<file path="src/hw/rtl/bprle_pkg.sv">
// Shared types and constants for the bitplane row run-length decoder.
`default_nettype none

package bprle_pkg;

    // Default upper bound on the row length that is honored, in bytes.
    localparam int DEF_MAX_ROW_BYTES = 8192;
    // Default upper bound on the number of bitplane rows per line.
    localparam int DEF_MAX_PLANES    = 8;

    localparam int POS_W = 14;
    // Row position saturates at the largest value of its register.
    localparam logic [POS_W-1:0] POS_LIMIT = 14'h3FFF;

    // Header byte codes of the packed stream.
    localparam logic [7:0] HDR_LIT_MAX = 8'h7F;
    localparam logic [7:0] HDR_NOP     = 8'h80;
    localparam logic [8:0] REP_BASE    = 9'h101;

    // Configuration register indexes.
    localparam logic [2:0] REG_COMPRESSED = 3'd0;
    localparam logic [2:0] REG_ROW_BYTES  = 3'd1;
    localparam logic [2:0] REG_PLANES     = 3'd2;
    localparam logic [2:0] REG_MASK_PLANE = 3'd3;
    localparam logic [2:0] REG_INVERT     = 3'd4;

    typedef enum logic [2:0] {
        PH_HEADER  = 3'b001,
        PH_LITERAL = 3'b010,
        PH_REPEAT  = 3'b100
    } phase_t;

    typedef struct packed {
        logic             compressed;
        logic [POS_W-1:0] row_bytes;
        logic [3:0]       planes;
        logic             mask_plane;
        logic             invert;
    } cfg_t;

    // One decoded run handed from the run decoder to the row tracker.
    typedef struct packed {
        logic       emit;
        logic [7:0] value;
        logic [7:0] count;
        logic       done;
    } run_t;

    // One result item.
    typedef struct packed {
        logic [7:0] value;
        logic [7:0] count;
        logic [3:0] plane;
        logic       discard;
        logic       row_end;
        logic       line_end;
    } res_t;

endpackage

`default_nettype wire

</file>
<file path="src/hw/rtl/bprle_run_decode.sv">
// Header and run parsing of the packed byte stream.
`default_nettype none

module bprle_run_decode
    import bprle_pkg::*;
(
    input  wire logic       aclk,
    input  wire logic       aresetn,
    input  wire logic       advance,
    input  wire logic       sof,
    input  wire logic       compressed,
    input  wire logic [7:0] in_byte,
    output run_t            run
);

    phase_t     phase_reg, phase_next, phase_cur;
    logic [7:0] lit_left_reg, lit_left_next, lit_cur, lit_dec;
    logic [7:0] rep_reg, rep_next, rep_cur;

    // Start of image clears the run state before this byte is parsed.
    assign phase_cur = sof ? PH_HEADER : phase_reg;
    assign lit_cur   = sof ? 8'd0 : lit_left_reg;
    assign rep_cur   = sof ? 8'd0 : rep_reg;
    assign lit_dec   = (lit_cur != 8'd0) ? lit_cur - 8'd1 : 8'd0;

    always_comb begin
        phase_next    = phase_cur;
        lit_left_next = lit_cur;
        rep_next      = rep_cur;
        run.emit      = 1'b0;
        run.value     = in_byte;
        run.count     = 8'd1;
        run.done      = 1'b1;
        if (!compressed) begin
            phase_next    = PH_HEADER;
            lit_left_next = 8'd0;
            rep_next      = 8'd0;
            run.emit      = 1'b1;
        end else begin
            case (phase_cur)
                PH_LITERAL: begin
                    lit_left_next = lit_dec;
                    if (lit_dec == 8'd0) begin
                        phase_next = PH_HEADER;
                    end
                    run.emit = 1'b1;
                    run.done = (lit_dec == 8'd0);
                end
                PH_REPEAT: begin
                    run.count  = (rep_cur == 8'd0) ? 8'd1 : rep_cur;
                    rep_next   = 8'd0;
                    phase_next = PH_HEADER;
                    run.emit   = 1'b1;
                end
                default: begin
                    phase_next = PH_HEADER;
                    if (in_byte <= HDR_LIT_MAX) begin
                        lit_left_next = in_byte + 8'd1;
                        phase_next    = PH_LITERAL;
                    end else if (in_byte != HDR_NOP) begin
                        rep_next   = 8'(REP_BASE - {1'b0, in_byte});
                        phase_next = PH_REPEAT;
                    end
                end
            endcase
        end
    end

    always_ff @(posedge aclk) begin
        if (!aresetn) begin
            phase_reg    <= PH_HEADER;
            lit_left_reg <= 8'd0;
            rep_reg      <= 8'd0;
        end else if (advance) begin
            phase_reg    <= phase_next;
            lit_left_reg <= lit_left_next;
            rep_reg      <= rep_next;
        end
    end

endmodule

`default_nettype wire

</file>
<file path="src/hw/rtl/bprle_row_track.sv">
// Row position and plane row tracking, and result field assembly.
`default_nettype none

module bprle_row_track
    import bprle_pkg::*;
#(
    parameter int MAX_ROW_BYTES = DEF_MAX_ROW_BYTES,
    parameter int MAX_PLANES    = DEF_MAX_PLANES
)
(
    input  wire logic aclk,
    input  wire logic aresetn,
    input  wire logic advance,
    input  wire logic sof,
    input  wire cfg_t cfg,
    input  wire run_t run,
    output res_t      res
);

    // Effective row length cap; above the position limit the cap is the limit itself.
    localparam logic [POS_W-1:0] ROW_CAP =
        (MAX_ROW_BYTES > int'(POS_LIMIT)) ? POS_LIMIT : POS_W'(MAX_ROW_BYTES);
    localparam logic [3:0] PLANE_CAP = 4'(MAX_PLANES);

    logic [POS_W-1:0] pos_reg, pos_next, pos_cur, pos_sat, limit;
    logic [POS_W:0]   pos_sum;
    logic [3:0]       plane_reg, plane_next, plane_cur, plane_clamp;
    logic [3:0]       eff_planes, last_row;
    logic             hit_end;

    assign pos_cur   = sof ? '0 : pos_reg;
    assign plane_cur = sof ? 4'd0 : plane_reg;

    always_comb begin
        if (cfg.planes == 4'd0) begin
            eff_planes = 4'd1;
        end else if (cfg.planes > PLANE_CAP) begin
            eff_planes = PLANE_CAP;
        end else begin
            eff_planes = cfg.planes;
        end
    end

    assign limit       = (cfg.row_bytes > ROW_CAP) ? ROW_CAP : cfg.row_bytes;
    // The mask row, when present, sits one past the last bitplane row.
    assign last_row    = cfg.mask_plane ? eff_planes : eff_planes - 4'd1;
    assign plane_clamp = (plane_cur > last_row) ? last_row : plane_cur;

    assign pos_sum = {1'b0, pos_cur} + {{(POS_W-7){1'b0}}, run.count};
    assign pos_sat = pos_sum[POS_W] ? POS_LIMIT : pos_sum[POS_W-1:0];
    assign hit_end = run.done && (pos_sat >= limit);

    always_comb begin
        pos_next   = pos_cur;
        plane_next = plane_cur;
        if (run.emit) begin
            pos_next   = hit_end ? '0 : pos_sat;
            plane_next = plane_clamp;
            if (hit_end) begin
                plane_next = (plane_clamp >= last_row) ? 4'd0 : plane_clamp + 4'd1;
            end
        end
    end

    assign res.value    = cfg.invert ? ~run.value : run.value;
    assign res.count    = run.count;
    assign res.plane    = plane_clamp;
    assign res.discard  = cfg.mask_plane && (plane_clamp >= eff_planes);
    assign res.row_end  = hit_end;
    assign res.line_end = hit_end && (plane_clamp >= last_row);

    always_ff @(posedge aclk) begin
        if (!aresetn) begin
            pos_reg   <= '0;
            plane_reg <= 4'd0;
        end else if (advance) begin
            pos_reg   <= pos_next;
            plane_reg <= plane_next;
        end
    end

endmodule

`default_nettype wire

</file>
<file path="src/hw/rtl/bitplane_row_rle_decoder.sv">
// Top level of the bitplane row run-length decoder: ports, registers and checks.
//
//  Channel  Direction  Carries
//  s_*      in         one body byte per item, with a start-of-image flag
//  m_*      out        one decoded run per item: value, count, plane, row flags
//  cfg_*    in         register writes, index and data, no read-back
//
// An accepted item sits in the input register, is decoded by short logic, and
// its result is loaded into the output register once that register is free or
// being read, so m_tvalid rises after the item has passed both registers. One
// byte is taken every cycle while the result side does not stall; header bytes
// use their cycle but give no result. A stalled result holds the input register
// and drops s_tready only once that register is full. Reset (aresetn low,
// synchronous) clears both valid bits and the run and row state, and loads the register defaults.
`default_nettype none

module bitplane_row_rle_decoder
    import bprle_pkg::*;
#(
    parameter int MAX_ROW_BYTES = DEF_MAX_ROW_BYTES,
    parameter int MAX_PLANES    = DEF_MAX_PLANES
)
(
    input  wire logic        aclk,
    input  wire logic        aresetn,
    // Input items.
    input  wire logic        s_tvalid,
    output logic             s_tready,
    input  wire logic [7:0]  s_tdata,     // [7:0] in_byte
    input  wire logic [0:0]  s_tuser,     // [0] start_of_image
    // Result items.
    output logic             m_tvalid,
    input  wire logic        m_tready,
    output logic [23:0]      m_tdata,     // [7:0] out_value, [15:8] repeat_count,
                                          // [19:16] plane_index, [23:20] zero
    output logic [1:0]       m_tuser,     // [0] discard, [1] row_end
    output logic             m_tlast,     // line_end
    // Configuration writes.
    input  wire logic        cfg_wr_en,
    input  wire logic [2:0]  cfg_addr,
    input  wire logic [13:0] cfg_wr_data
);

    // Configuration registers.
    cfg_t       cfg_reg;

    // Input register stage.
    logic       in_valid_reg;
    logic [7:0] in_byte_reg;
    logic       in_sof_reg;

    // Output register stage.
    logic       out_valid_reg;
    res_t       out_res_reg;

    logic       consume;
    logic       take_in;
    run_t       run;
    res_t       res;

    // The input register empties whenever the output register can take a result.
    assign consume  = in_valid_reg && (!out_valid_reg || m_tready);
    assign s_tready = !in_valid_reg || consume;
    assign take_in  = s_tvalid && s_tready;

    always_ff @(posedge aclk) begin
        if (!aresetn) begin
            cfg_reg.compressed <= 1'b1;
            cfg_reg.row_bytes  <= 14'd40;
            cfg_reg.planes     <= 4'd8;
            cfg_reg.mask_plane <= 1'b0;
            cfg_reg.invert     <= 1'b0;
        end else if (cfg_wr_en) begin
            case (cfg_addr)
                REG_COMPRESSED: cfg_reg.compressed <= cfg_wr_data[0];
                REG_ROW_BYTES:  cfg_reg.row_bytes  <= cfg_wr_data;
                REG_PLANES:     cfg_reg.planes     <= cfg_wr_data[3:0];
                REG_MASK_PLANE: cfg_reg.mask_plane <= cfg_wr_data[0];
                REG_INVERT:     cfg_reg.invert     <= cfg_wr_data[0];
                default: begin
                end
            endcase
        end
    end

    always_ff @(posedge aclk) begin
        if (!aresetn) begin
            in_valid_reg <= 1'b0;
        end else if (take_in) begin
            in_valid_reg <= 1'b1;
        end else if (consume) begin
            in_valid_reg <= 1'b0;
        end
    end

    always_ff @(posedge aclk) begin
        if (take_in) begin
            in_byte_reg <= s_tdata;
            in_sof_reg  <= s_tuser[0];
        end
    end

    bprle_run_decode u_run_decode (
        .aclk       (aclk),
        .aresetn    (aresetn),
        .advance    (consume),
        .sof        (in_sof_reg),
        .compressed (cfg_reg.compressed),
        .in_byte    (in_byte_reg),
        .run        (run)
    );

    bprle_row_track #(
        .MAX_ROW_BYTES (MAX_ROW_BYTES),
        .MAX_PLANES    (MAX_PLANES)
    ) u_row_track (
        .aclk    (aclk),
        .aresetn (aresetn),
        .advance (consume),
        .sof     (in_sof_reg),
        .cfg     (cfg_reg),
        .run     (run),
        .res     (res)
    );

    // A header byte is consumed without loading the output register.
    always_ff @(posedge aclk) begin
        if (!aresetn) begin
            out_valid_reg <= 1'b0;
        end else if (consume) begin
            out_valid_reg <= run.emit;
        end else if (m_tready) begin
            out_valid_reg <= 1'b0;
        end
    end

    always_ff @(posedge aclk) begin
        if (consume && run.emit) begin
            out_res_reg <= res;
        end
    end

    assign m_tvalid = out_valid_reg;
    assign m_tdata  = {4'd0, out_res_reg.plane, out_res_reg.count, out_res_reg.value};
    assign m_tuser  = {out_res_reg.row_end, out_res_reg.discard};
    assign m_tlast  = out_res_reg.line_end;

    // A line can only end where a row ends.
    a_line_needs_row: assert property (@(posedge aclk) disable iff (!aresetn)
        m_tvalid && m_tlast |-> m_tuser[1])
        else $error("line_end without row_end");

    // A run always holds at least one copy of its value.
    a_count_nonzero: assert property (@(posedge aclk) disable iff (!aresetn)
        m_tvalid |-> (m_tdata[15:8] != 8'd0))
        else $error("zero repeat count");

    // A decoded run must reach the output register on the next edge.
    a_emit_lands: assert property (@(posedge aclk) disable iff (!aresetn)
        consume && run.emit |=> m_tvalid)
        else $error("emitted run lost");

    // A held input item keeps its byte while the output side stalls.
    a_in_hold: assert property (@(posedge aclk) disable iff (!aresetn)
        in_valid_reg && !consume |=> in_valid_reg && $stable(in_byte_reg))
        else $error("input register lost a stalled item");

    // Mask row results only appear when a mask row is configured.
    a_discard_mask: assert property (@(posedge aclk) disable iff (!aresetn)
        consume && run.emit && res.discard |-> cfg_reg.mask_plane)
        else $error("discard without mask row");

endmodule

`default_nettype wire

</file>
<file path="config.mk">
export PLATFORM = sky130hd
export DESIGN_NAME = bitplane_row_rle_decoder
export DESIGN_NICKNAME = d
export VERILOG_FILES = /design/src/hw/rtl/bprle_pkg.sv /design/src/hw/rtl/bprle_run_decode.sv /design/src/hw/rtl/bprle_row_track.sv /design/src/hw/rtl/bitplane_row_rle_decoder.sv
export SDC_FILE = /design/constraint.sdc
export NUM_CORES = 1
export LEC_CHECK = 0
export BUFFER_PORTS_ARGS = -buffer_cell sky130_fd_sc_hd__buf_2
export CORE_UTILIZATION = 45
export CTS_CLUSTER_DIAMETER = 100
export DETAILED_ROUTE_END_ITERATION = 10
export PLACE_DENSITY = 0.64
export REMOVE_ABC_BUFFERS = 1
export SLEW_MARGIN = 20
export SYNTH_ARGS = -nofsm -noshare
export SYNTH_HDL_FRONTEND = slang
export SYNTH_SLANG_ARGS = --single-unit
</file>
<file path="constraint.sdc">
create_clock -name aclk -period 6.3 [get_ports aclk]
set_clock_uncertainty 0.05 [all_clocks]
set_input_delay 0.945 -clock aclk [delete_from_list [all_inputs] [get_ports aclk]]
set_output_delay 0.945 -clock aclk [all_outputs]
set_load 0.01 [all_outputs]
</file>
==> flow_metrics.env <==
export IMPL_dpl_hpwl_mm=10.5
export IMPL_final_hold_violation_count=0
export IMPL_die_height_um=115
export IMPL_holdBufCountCts=0
export IMPL_yosys_top_cells_count="nand2_1, dfxtp_1, ha_1"
export IMPL_setup_viol_count_final=0
export IMPL_crit_buf_inv=0
export IMPL_ir_drop_mv=0.120
export IMPL_p_leak_uw=0.00271
export IMPL_synth_top_area_cell="dfxtp_1"
export IMPL_arrival_ns=6.03
export IMPL_antennaDiodeCount=0
export IMPL_root_buffer="clkbuf_16"
export IMPL_worstMarginPinSlew_ns=0.920
export IMPL_io_pins=60
export IMPL_post_route_util_pct=52.7
export IMPL_critPathMaxStageDelay_ns=0.59
export IMPL_grt_usage_pct=22.5
export IMPL_yosysWarnings=0
export IMPL_cts_setup_buffers=0
export IMPL_dr_pass1_iters=5
export IMPL_insertion_delay_ns=0.36
export IMPL_start_util_pct=47.0
export IMPL_critical_path_class="flop to flop"
export IMPL_yosysMostFrequentCell="nand2_1"
export IMPL_place_ws_ns=0.292
export IMPL_crit_path_top_delay_cell="or3b_2"
export IMPL_required_ns=6.54
export IMPL_crit_family="compound AO/OA/AOI/OAI gates"
export IMPL_hp_class="flop to flop"
export IMPL_cp_start_kind="flop"
export IMPL_ys_seq_elements=92
export IMPL_dp_cells=847
export IMPL_period_needed_ns=5.79
export IMPL_routed_wl_mm=14.1
export IMPL_cts_max_path_buffers=2
export IMPL_area_growth_pct=12.0
export IMPL_synthesis_area_um2=5770
export IMPL_rows=40
export IMPL_netlist_instances=657
export IMPL_powerDensity_nw_per_um2=210
export IMPL_yosys_area_top_type_share_pct=20.8
export IMPL_cp_end_kind="flop"
export IMPL_cts_reportedPaths_clkPinSlew_ns=0.07
export IMPL_cts_tree="done"
export IMPL_fillerInstances=1152
export IMPL_die_w_um=115
export IMPL_core_um2=12300
export IMPL_maxCapViolCount=0
export IMPL_crit_fanout=11
export IMPL_grt_pass1_wl_mm=22.7
export IMPL_wl_per_cell_um=16.4
export IMPL_async_flop_share_pct=0
export IMPL_grt_max_degree=49
export IMPL_worst_slack_ns=0.511
export IMPL_avgSynthCellArea_um2=8.78
export IMPL_drc=0
export IMPL_rsz0062_at_grt="false"
export IMPL_drive_gt1_share_pct=12.7
export IMPL_dieArea_um2=13300
export IMPL_dr_total_vias=4941
export IMPL_port_buffers=55
export IMPL_final_antenna_net_count=0
export IMPL_hold_slack_ns=0.420
export IMPL_numCtsBuffers=9
export IMPL_layout_cells_non_filler=863
export IMPL_grt_pass1_vias=4500
export IMPL_grt_overflow=0
export IMPL_maxSlewHeadroom_pct=38.2
export IMPL_synth_area_leaders="dfxtp_1, edfxtp_1, ha_1, nand2_1, nor2b_1"
export IMPL_largest_reg_flops=21
export IMPL_fin_setup_tns_ns=0
export IMPL_synth_cell_types=70
export IMPL_final_nets=764
export IMPL_via_per_inst=5.73
export IMPL_gp_congestion=0.855
export IMPL_initialDrtViolationCount=279
export IMPL_status="finished clean"
export IMPL_multi_input_area_um2=3360
export IMPL_h_tree_depth=3
export IMPL_crit_path_cell_trace="or2_2, or3b_2, nor2_1, nand2_1, fa_1, nand2b_1, a21oi_1, o211ai_1, and4_1, nor3_1, ha_1, a21o_1, a21o_1, a21oi_1, o31ai_1, a21oi_2, a22o_1"
export IMPL_yosysSeqAreaShare_pct=37.5
export IMPL_antenna_found_initial=0
export IMPL_slew_viol_final=0
export IMPL_fmax_mhz=173
export IMPL_clock_sinks=92
export IMPL_synth_edf_count=32
export IMPL_regArea_um2=2160
export IMPL_min_period_over_period_pct=91.9
export IMPL_ys_dominant_reg_cell="dfxtp_1"
[worst paths after layout]
check	start	slack, ns	end	depth (start not counted)
max reg2reg	in_sof_reg$_DFFE_PP_	0.51	u_row_track.pos_reg[6]$_SDFFE_PN0P_	17
max	in_sof_reg$_DFFE_PP_	0.51	u_row_track.pos_reg[6]$_SDFFE_PN0P_	17
min	u_row_track.pos_reg[0]$_SDFFE_PN0P_	0.42	u_row_track.pos_reg[0]$_SDFFE_PN0P_	2
min reg2reg	u_row_track.pos_reg[0]$_SDFFE_PN0P_	0.42	u_row_track.pos_reg[0]$_SDFFE_PN0P_	2
[cell type report]
class / count / share of cell area, %
well taps: 168 / 3.25
flip-flops and latches: 92 / 33.5
clock buffers: 13 / 4.05
clock inverters: 3 / 1.05
inverters: 23 / 1.34
repair buffers: 60 / 4.84
multi-input cells: 504 / 52.0
[where the power goes]
group / internal (uW) / total [uW] / switching [uW]
combinational: 45.7 / 110 / 64.5
sequential: 626 / 646 / 19.5
clock: 372 / 602 / 229
[cell families after synthesis]
family	after synthesis	synth area share, %
AOI/OAI and AO/OA	173	20.9
and+or+nand+nor	249	21.9
DFF	92	37.5
muxes	10	1.76
other	1	0.0650
buffers and inverters	64	4.60
adders and majority gates	43	9.46
xor gates and xnor gates	25	3.80
[metrics by stage]
step | cell area [um^2] | power (uW)
6_report | 6460 | 1360
2_1_floorplan | 5600 | 725
3_3_place_gp | 6130 | 765
5_1_grt | 6460 | 1410
4_1_cts | 6450 | 1370
3_5_place_dp | 6130 | 767
[per-layer routing]
metal,share of wire (%),GRT usage (%),up-vias
li1,-,-,2437
met1,46,29.2,2355
met2,46,36.2,129
met3,5.4,4.01,20
met4,2.2,11.1,0
met5,0,0,-
[layout by cell type, fill, tap and decap left out, types with 4 or more instances in the layout]
| master | n |
|---|---|
| ha_1 | 42 |
| xnor2_1 | 10 |
| nor3_1 | 12 |
| nor4_1 | 7 |
| a21o_1 | 7 |
| edfxtp_1 | 32 |
| o31ai_1 | 7 |
| a21boi_0 | 20 |
| dfxtp_1 | 60 |
| nand3_1 | 16 |
| mux2i_1 | 9 |
| and2_1 | 12 |
| o211ai_1 | 8 |
| conb_1 | 4 |
| a211oi_1 | 9 |
| a22oi_1 | 8 |
| nand2_1 | 87 |
| and3_1 | 7 |
| a22o_1 | 13 |
| o21a_1 | 7 |
| nor2_1 | 32 |
| nor2b_1 | 33 |
| o22ai_1 | 5 |
| xor2_1 | 15 |
| nand4_1 | 9 |
| a21oi_1 | 30 |
| or2_2 | 5 |
| clkbuf_16 | 10 |
| inv_1 | 22 |
| buf_2 | 55 |
| o21ai_0 | 27 |
| nand2b_1 | 11 |
| buf_4 | 5 |
[tightest hold or removal path: cells and delay by family, from the launching register on]
kind / cells / cell delay (ns)
compound gates: 1 / 0.05
flops: 1 / 0.32
simple gates: 1 / 0.05
[repair_timing]
item / 4_1_cts / 5_1_grt
endpoints found under the hold margin: 0 / 0
resized for setup: 0 / 1
setup endpoints to repair: 0 / 11
Power figures use the tool's default switching activity.
